==> config.mk <==
export PLATFORM = sky130hd
export DESIGN_NAME = bed_heat_soak_timer_core
export DESIGN_NICKNAME = d
export VERILOG_FILES = /design/src/design/bhst_pkg.sv /design/src/design/bed_heat_soak_timer_core.sv /design/src/design/bhst_ctrl.sv /design/src/design/bhst_dp.sv
export SDC_FILE = /design/constraint.sdc
export NUM_CORES = 2
export LEC_CHECK = 0
export BUFFER_PORTS_ARGS = -buffer_cell sky130_fd_sc_hd__buf_2
export CORE_MARGIN = 3
export CORE_UTILIZATION = 55
export CTS_CLUSTER_DIAMETER = 120
export DETAILED_ROUTE_END_ITERATION = 12
export PLACE_DENSITY_LB_ADDON = 0.25
export SLEW_MARGIN = 20
export SYNTH_ARGS = -nofsm -noshare
export SYNTH_HDL_FRONTEND = slang
export SYNTH_SLANG_ARGS = --single-unit
export TNS_END_PERCENT = 1
==> constraint.sdc <==
create_clock -name i_clk -period 12.1 [get_ports i_clk]
set_input_delay 3.63 -clock i_clk [delete_from_list [all_inputs] [get_ports i_clk]]
set_output_delay 3.63 -clock i_clk [all_outputs]
set_load 0.005 [all_outputs]
==> src/design/bhst_pkg.sv <==
// Package for the bed heat soak timer: widths, reset values, register indexes,
// the reciprocal constant for the divide by 1000 and the controller command struct.
// No dependencies.
package bhst_pkg;

    localparam int ZONE_COUNT = 16;
    localparam logic [15:0] ZONE_BITS = (ZONE_COUNT >= 16) ? 16'hFFFF :
                                        16'((32'd1 << ZONE_COUNT) - 32'd1);

    localparam int BED_W    = 14;
    localparam int TARGET_W = 9;
    localparam int MASK_W   = 16;
    localparam int TIME_W   = 32;
    localparam int REM_W    = 22;
    localparam int IN_W     = 72;
    localparam int OUT_W    = 24;
    localparam int CFG_IDX_W  = 3;
    localparam int CFG_DATA_W = 12;

    localparam logic [REM_W-1:0] REMAIN_MAX = 22'd2147483;
    localparam logic [9:0]       MS_PER_S   = 10'd1000;
    // floor(x / 1000) == (x * DIV1000_MUL) >> DIV1000_SHIFT for every 32-bit x.
    localparam logic [28:0]      DIV1000_MUL   = 29'd274877907;
    localparam int               DIV1000_SHIFT = 38;

    localparam logic [8:0]  RST_MIN_SOAK_TEMP = 9'd60;
    localparam logic [6:0]  RST_NEAR_BAND     = 7'd15;
    localparam logic [11:0] RST_BASE_SOAK_S   = 12'd180;
    localparam logic [7:0]  RST_SOAK_S_PER_DEG = 8'd14;
    localparam logic        RST_ZONE_WATCH    = 1'b1;

    typedef enum logic [CFG_IDX_W-1:0] {
        CFG_MIN_SOAK_TEMP  = 3'd0,
        CFG_NEAR_BAND      = 3'd1,
        CFG_BASE_SOAK_S    = 3'd2,
        CFG_SOAK_S_PER_DEG = 3'd3,
        CFG_ZONE_WATCH     = 3'd4
    } t_cfg_idx;

    typedef struct packed {
        logic ld_in;
        logic ld_prod;
        logic ld_scale;
        logic ld_div;
        logic commit;
    } t_dp_cmd;

endpackage

==> src/design/bed_heat_soak_timer_core.sv <==
// Top level of the bed heat soak timer: stream ports, configuration port,
// controller and datapath. Depends on bhst_pkg, bhst_ctrl and bhst_dp.
//
// An update moves from its input transfer through the controller states S_PROD,
// S_SCALE, S_DIV and S_RESULT, and the next input is taken back in S_IDLE. The
// states follow the datapath sequence: temperature test and degree product,
// scaling to milliseconds, subtraction with the multiply by the reciprocal of
// 1000, then the result and state update. Only one update is in flight, but a
// new one is taken while the previous result still waits in the output
// register; the result update then waits until that register is free.
// Configuration writes are taken in every cycle and should only be made while
// the block is idle.
module bed_heat_soak_timer_core (
    input  logic                             i_clk,
    input  logic                             i_rst_n,
    input  logic                             i_s_axis_tvalid,
    output logic                             o_s_axis_tready,
    // bed_temp [13:0], target_temp [22:14], zone_mask [38:23], now_ms [70:39]
    input  logic [bhst_pkg::IN_W-1:0]        i_s_axis_tdata,
    output logic                             o_m_axis_tvalid,
    input  logic                             i_m_axis_tready,
    // soak_ready [0], soak_done [1], remaining_seconds [23:2]
    output logic [bhst_pkg::OUT_W-1:0]       o_m_axis_tdata,
    input  logic                             i_cfg_valid,
    output logic                             o_cfg_ready,
    input  logic [bhst_pkg::CFG_IDX_W-1:0]   i_cfg_index,
    input  logic [bhst_pkg::CFG_DATA_W-1:0]  i_cfg_data
);
    import bhst_pkg::*;

    t_dp_cmd cmd;

    assign o_cfg_ready = 1'b1;

    bhst_ctrl u_ctrl (
        .i_clk       (i_clk),
        .i_rst_n     (i_rst_n),
        .i_in_valid  (i_s_axis_tvalid),
        .o_in_ready  (o_s_axis_tready),
        .o_out_valid (o_m_axis_tvalid),
        .i_out_ready (i_m_axis_tready),
        .o_cmd       (cmd)
    );

    bhst_dp u_dp (
        .i_clk       (i_clk),
        .i_rst_n     (i_rst_n),
        .i_cfg_valid (i_cfg_valid),
        .i_cfg_index (i_cfg_index),
        .i_cfg_data  (i_cfg_data),
        .i_in_data   (i_s_axis_tdata),
        .i_cmd       (cmd),
        .o_out_data  (o_m_axis_tdata)
    );

endmodule

==> src/design/bhst_ctrl.sv <==
// Controller of the bed heat soak timer: sequences one update through the
// datapath stages and owns the output valid flag. Depends on bhst_pkg.
module bhst_ctrl (
    input  logic             i_clk,
    input  logic             i_rst_n,
    input  logic             i_in_valid,
    output logic             o_in_ready,
    output logic             o_out_valid,
    input  logic             i_out_ready,
    output bhst_pkg::t_dp_cmd o_cmd
);
    import bhst_pkg::*;

    typedef enum logic [4:0] {
        S_IDLE   = 5'b00001,
        S_PROD   = 5'b00010,
        S_SCALE  = 5'b00100,
        S_DIV    = 5'b01000,
        S_RESULT = 5'b10000
    } t_state;

    t_state r_state, n_state;
    logic   r_out_valid, n_out_valid;
    logic   commit;

    // The result slot is free when empty or when its transfer happens this cycle.
    assign commit = (r_state == S_RESULT) && (!r_out_valid || i_out_ready);

    always_comb begin
        n_state = r_state;
        unique case (r_state)
            S_IDLE:   if (i_in_valid) n_state = S_PROD;
            S_PROD:   n_state = S_SCALE;
            S_SCALE:  n_state = S_DIV;
            S_DIV:    n_state = S_RESULT;
            S_RESULT: if (commit) n_state = S_IDLE;
            default:  n_state = S_IDLE;
        endcase
    end

    always_comb begin
        n_out_valid = r_out_valid;
        if (commit) begin
            n_out_valid = 1'b1;
        end else if (i_out_ready) begin
            n_out_valid = 1'b0;
        end
    end

    always_ff @(posedge i_clk) begin
        if (!i_rst_n) begin
            r_state     <= S_IDLE;
            r_out_valid <= 1'b0;
        end else begin
            r_state     <= n_state;
            r_out_valid <= n_out_valid;
        end
    end

    assign o_in_ready     = (r_state == S_IDLE);
    assign o_out_valid    = r_out_valid;
    assign o_cmd.ld_in    = (r_state == S_IDLE) && i_in_valid;
    assign o_cmd.ld_prod  = (r_state == S_PROD);
    assign o_cmd.ld_scale = (r_state == S_SCALE);
    assign o_cmd.ld_div   = (r_state == S_DIV);
    assign o_cmd.commit   = commit;

endmodule

==> src/design/bhst_dp.sv <==
// Datapath of the bed heat soak timer: configuration registers, soak state,
// the near-target test, required soak time and the divide by 1000.
// Depends on bhst_pkg.
module bhst_dp (
    input  logic                             i_clk,
    input  logic                             i_rst_n,
    input  logic                             i_cfg_valid,
    input  logic [bhst_pkg::CFG_IDX_W-1:0]   i_cfg_index,
    input  logic [bhst_pkg::CFG_DATA_W-1:0]  i_cfg_data,
    input  logic [bhst_pkg::IN_W-1:0]        i_in_data,
    input  bhst_pkg::t_dp_cmd                i_cmd,
    output logic [bhst_pkg::OUT_W-1:0]       o_out_data
);
    import bhst_pkg::*;

    // Configuration
    logic [8:0]  r_min_temp;
    logic [6:0]  r_near_band;
    logic [11:0] r_base_s;
    logic [7:0]  r_rate;
    logic        r_zone_watch;

    // Soak state
    logic [TIME_W-1:0] r_start;
    logic              r_start_valid;
    logic              r_done;
    logic [MASK_W-1:0] r_last_mask;

    // Stage registers
    logic signed [BED_W-1:0] r_bed;
    logic [TARGET_W-1:0]     r_target;
    logic [MASK_W-1:0]       r_mask;
    logic [TIME_W-1:0]       r_now;
    logic                    r_keep;
    logic                    r_ge_min;
    logic [TIME_W-1:0]       r_elapsed;
    logic [16:0]             r_prod;
    logic [17:0]             r_sec;
    logic [27:0]             r_req_ms;
    logic                    r_pos;
    logic [60:0]             r_quot_prod;

    // Output register
    logic              r_out_ready;
    logic              r_out_done;
    logic [REM_W-1:0]  r_out_rem;

    logic signed [15:0] temp_diff;
    logic [15:0]        temp_abs;
    logic               near;
    logic               changed;
    logic               keep;
    logic [17:0]        sec;
    logic signed [33:0] ms_diff;
    logic [22:0]        quot;
    logic [REM_W-1:0]   rem_calc;
    logic               done_new;

    always_ff @(posedge i_clk) begin
        if (!i_rst_n) begin
            r_min_temp   <= RST_MIN_SOAK_TEMP;
            r_near_band  <= RST_NEAR_BAND;
            r_base_s     <= RST_BASE_SOAK_S;
            r_rate       <= RST_SOAK_S_PER_DEG;
            r_zone_watch <= RST_ZONE_WATCH;
        end else if (i_cfg_valid) begin
            unique case (i_cfg_index)
                CFG_MIN_SOAK_TEMP:  r_min_temp   <= i_cfg_data[8:0];
                CFG_NEAR_BAND:      r_near_band  <= i_cfg_data[6:0];
                CFG_BASE_SOAK_S:    r_base_s     <= i_cfg_data[11:0];
                CFG_SOAK_S_PER_DEG: r_rate       <= i_cfg_data[7:0];
                CFG_ZONE_WATCH:     r_zone_watch <= i_cfg_data[0];
                default:            ;
            endcase
        end
    end

    // Near-target test and mask watch, on the registered input.
    assign temp_diff = $signed({{2{r_bed[BED_W-1]}}, r_bed})
                     - $signed({3'b000, r_target, 4'b0000});
    assign temp_abs  = temp_diff[15] ? 16'(-temp_diff) : temp_diff;
    assign near      = (r_target != '0) && (temp_abs < {5'b00000, r_near_band, 4'b0000});
    assign changed   = r_zone_watch && (r_mask != r_last_mask);
    assign keep      = near && !changed;

    assign sec = r_ge_min ? (18'(r_prod) + 18'(r_base_s)) : 18'd0;

    assign ms_diff = $signed({6'b000000, r_req_ms})
                   - $signed({{2{r_elapsed[TIME_W-1]}}, r_elapsed});

    assign quot = r_quot_prod[60:DIV1000_SHIFT];

    always_comb begin
        if (!r_pos) begin
            rem_calc = '0;
        end else if (quot > {1'b0, REMAIN_MAX}) begin
            rem_calc = REMAIN_MAX;
        end else begin
            rem_calc = quot[REM_W-1:0];
        end
    end

    assign done_new = r_done || (rem_calc == '0);

    always_ff @(posedge i_clk) begin
        if (i_cmd.ld_in) begin
            r_bed    <= i_in_data[13:0];
            r_target <= i_in_data[22:14];
            r_mask   <= i_in_data[38:23] & ZONE_BITS;
            r_now    <= i_in_data[70:39];
        end
        if (i_cmd.ld_prod) begin
            r_keep    <= keep;
            r_ge_min  <= (r_target >= r_min_temp);
            r_prod    <= 17'(r_target - r_min_temp) * 17'(r_rate);
            // A start latched in this update gives zero elapsed time.
            r_elapsed <= (keep && r_start_valid) ? (r_now - r_start) : '0;
        end
        if (i_cmd.ld_scale) begin
            r_sec    <= sec;
            r_req_ms <= 28'(sec * MS_PER_S);
        end
        if (i_cmd.ld_div) begin
            r_pos       <= !ms_diff[33] && (ms_diff != '0);
            r_quot_prod <= 61'(ms_diff[31:0]) * 61'(DIV1000_MUL);
        end
        if (i_cmd.commit) begin
            r_out_ready <= r_keep;
            r_out_done  <= r_keep && done_new;
            if (!r_keep) begin
                r_out_rem <= 22'(r_sec);
            end else begin
                r_out_rem <= done_new ? '0 : rem_calc;
            end
        end
    end

    always_ff @(posedge i_clk) begin
        if (!i_rst_n) begin
            r_start       <= '0;
            r_start_valid <= 1'b0;
            r_done        <= 1'b0;
            r_last_mask   <= '0;
        end else if (i_cmd.commit) begin
            r_last_mask <= r_mask;
            if (r_keep) begin
                if (!r_start_valid) begin
                    r_start       <= r_now;
                    r_start_valid <= 1'b1;
                end
                r_done <= done_new;
            end else begin
                r_start       <= '0;
                r_start_valid <= 1'b0;
                r_done        <= 1'b0;
            end
        end
    end

    assign o_out_data = {r_out_rem, r_out_done, r_out_ready};

endmodule

==> metrics.cfg <==
[status]
run_status=finished clean

[floorplan]
fp.dieH_um=255.9
core_um2=61030
start_util_pct=56.27
die_x_um=255.9
dieArea_um2=65480
ios=119
rows=90

[clock_tree]
clkSinkCount=304
numCtsBuffers=29
tritoncts=built
clk_pin_slew_ps=60
post-cts-setup-buffers=0
cts-root-buf=clkbuf_16
hold_buffers=0
ctsResizeCount=0
h-tree-depth=1
clk_path_buf_depth=3
clk_latency_ps=580

[yosys]
synth_cells=3275
ys_seq_area_share_pct=23.87
synthArstFlopShare_pct=0
avgSynthCellArea_um2=10.49
synth-seq-cells=304
yosys_warnings=0
synth_area_leader_cell=fa_1
synth_top_area_share_pct=24.89
synth.distinct_cells=79
syn-cell-area_um2=34340
ys_top_cells_by_area=fa_1 25%, ha_1 21%, edfxtp_1 18%
synth_ff_type=edfxtp_1
synth_nets=4364
synth_edf_count=211

[sta]
maxSlewViolCount=0
tightest_slew_ps=1061
period_share_pct=89.22
hold_viol=0
setup_viol=0
setup_tns_ps=0
maxSlewHeadroom_pct=29.21
finalClockSkew_ps=19.59
finalCriticalPeriod_ps=10800
grt_setup_unrepaired=false
fmax_mhz=92.63

[routing]
drt_pass1_iterations=5
wl_mm=79.09
antenna_left=0
drc=0
post_drt_wl_per_cell_um=18.52
drtIter0Drc=1173
via_per_inst=5.500
dr_total_vias=23492

[placement]
gp_congestion=0.9567
portBuffers=116
hpwl_mm=65.72

[layout]
design.final.nets=4509
syn_to_final_growth_pct=8.186
fillers=5047
diodes=0
drive_gt1_share_pct=7.000

[global_routing]
grt_pass1_wl_mm=130.5
grt_usage_pct=24.71
grt_max_degree=92
antenna_found_initial=2
grt_overflow=0
grt_pass1_vias=25498

[worst_setup_path]
end_kind=flip-flop
crit_type=flip-flop to flip-flop
start_kind=flip-flop
r2r_slack_ps=1300
startpoint=u_dp.r_elapsed[0]
critPathMaxFanout=14
slowest_delay_ps=810
cp.depth=36
setup.worst_path.end=u_dp.r_quot_prod[60]
r2r-end=u_dp.r_quot_prod[60]
crit_buf_inv=6
cp.required_ps=12430
worst_r2r_path_depth=36
critPathSlowestCell=edfxtp_1
worstReg2RegStart=u_dp.r_elapsed[0]
path_delay_family=adder cells
cp.arrival_ps=11130
cp_common_cell=fa_1

[hold_path]
hp-class=flip-flop to flip-flop
whs_path_depth=2

[flow_run]
cap_viol_max_count=0

==> synth_stat cells (33+ instances only) <==
cell type,instances
inv_1,624
ha_1,570
fa_1,427
nand2_1,220
edfxtp_1,211
nor2_1,149
a21oi_1,97
xnor2_1,97
dfxtp_1,93
o21ai_0,76
xor2_1,71
nor2b_1,65
a21boi_0,50
and2_1,43
nor3_1,42
a21o_1,41
nand3_1,41
clkbuf_1,40
a22oi_1,33
==> placed cells by master (no fill, tap or decap), types with 76 or more instances in the layout <==
| cell type | synthesis | layout |
|---|---|---|
| ha_1 | 570 | 570 |
| dfxtp_1 | 93 | 93 |
| o21ai_0 | 76 | 76 |
| nand2_1 | 220 | 219 |
| buf_2 | 0 | 116 |
| edfxtp_1 | 211 | 211 |
| a21oi_1 | 97 | 97 |
| fa_1 | 427 | 427 |
| inv_1 | 624 | 623 |
| xnor2_1 | 97 | 94 |
| nor2_1 | 149 | 148 |
==> kinds of logic (layout without fill, tap and decap cells) <==
group / count (synthesis) / in the layout / share of synthesized area, %
XOR/XNOR: 169 / 169 / 4.332
multiplexers: 2 / 2 / 0.09472
other: 1 / 1 / 0.01092
buffers and inverters: 669 / 837 / 7.345
AO/OA/AOI/OAI: 462 / 462 / 9.268
adder cells (fa/ha/maj): 997 / 997 / 45.66
flip-flops: 304 / 304 / 23.87
AND/OR/NAND/NOR: 671 / 671 / 9.425
==> metrics by stage <==
stage	instance area [µm²]	util, %	cells	hold WS [ps]	setup slack, ps
after floorplan	34340	-	3275	440.6	2719
after global placement	36170	59.26	4217	454.4	1569
after detailed placement	36170	59.26	4217	463.5	1482
after CTS	37150	60.87	4271	472.2	1408
after global routing	37160	60.88	4271	490.9	519.5
final	37160	60.88	4271	473.0	1305
==> worst min-delay path by stage <==
stage,startpoint,end,slack [ps]
final,u_dp.r_min_temp[7],u_dp.r_min_temp[7],470
after global routing,u_dp.r_min_temp[1],u_dp.r_min_temp[1],490
after CTS,u_dp.r_min_temp[7],u_dp.r_min_temp[7],470
after detailed placement,u_dp.r_min_temp[7],u_dp.r_min_temp[7],460
after global placement,u_dp.r_min_temp[1],u_dp.r_min_temp[1],450
after floorplan,u_dp.r_near_band[0],u_dp.r_near_band[0],440
==> routing by layer <==
metal  wire [µm]  share of wire, %  track usage, %  vias to the layer above
met5          26             0.033               0                        -
met4        3663               4.6           10.47                        4
met3        3464               4.4           2.978                      189
met2       39670                50           43.69                      556
met1       32270                41           30.66                    11569
li1            -                 -               -                    11174
==> worst reg2reg max path, delay by kind of cell, from the launching register on <==
kind,cells,cell delay (ps)
simple gates,5,1000
xor+xnor,1,140
flops,1,810
compound gates,14,3500
buf+inv,6,610
fa+ha+maj,10,4460
==> state kept, by name (all words and copies together), names as in the netlist, 16 cells and up <==
signal and flops:
u_dp.r_now 32, u_dp.r_start 32, u_dp.r_last_mask 16, u_dp.r_quot_prod 23, u_dp.r_prod 17, u_dp.r_mask 16, u_dp.r_req_ms 23, u_dp.r_elapsed 32
u_dp.r_out_rem 22, u_dp.r_sec 18
==> final cells by class <==
cell class | instances | area (µm²) | area share [%]
inverters | 625 | 2347 | 6.317
multi-input cells | 2302 | 23700 | 63.77
clock buffers | 40 | 787.0 | 2.118
flip-flops and latches | 304 | 8198 | 22.06
repair buffers | 158 | 895.9 | 2.411
clock inverters | 14 | 196.4 | 0.5287
well taps | 828 | 1036 | 2.788
Power is not shown: default switching activity piles up to over one toggle a cycle in this logic, so the estimate is an artifact.
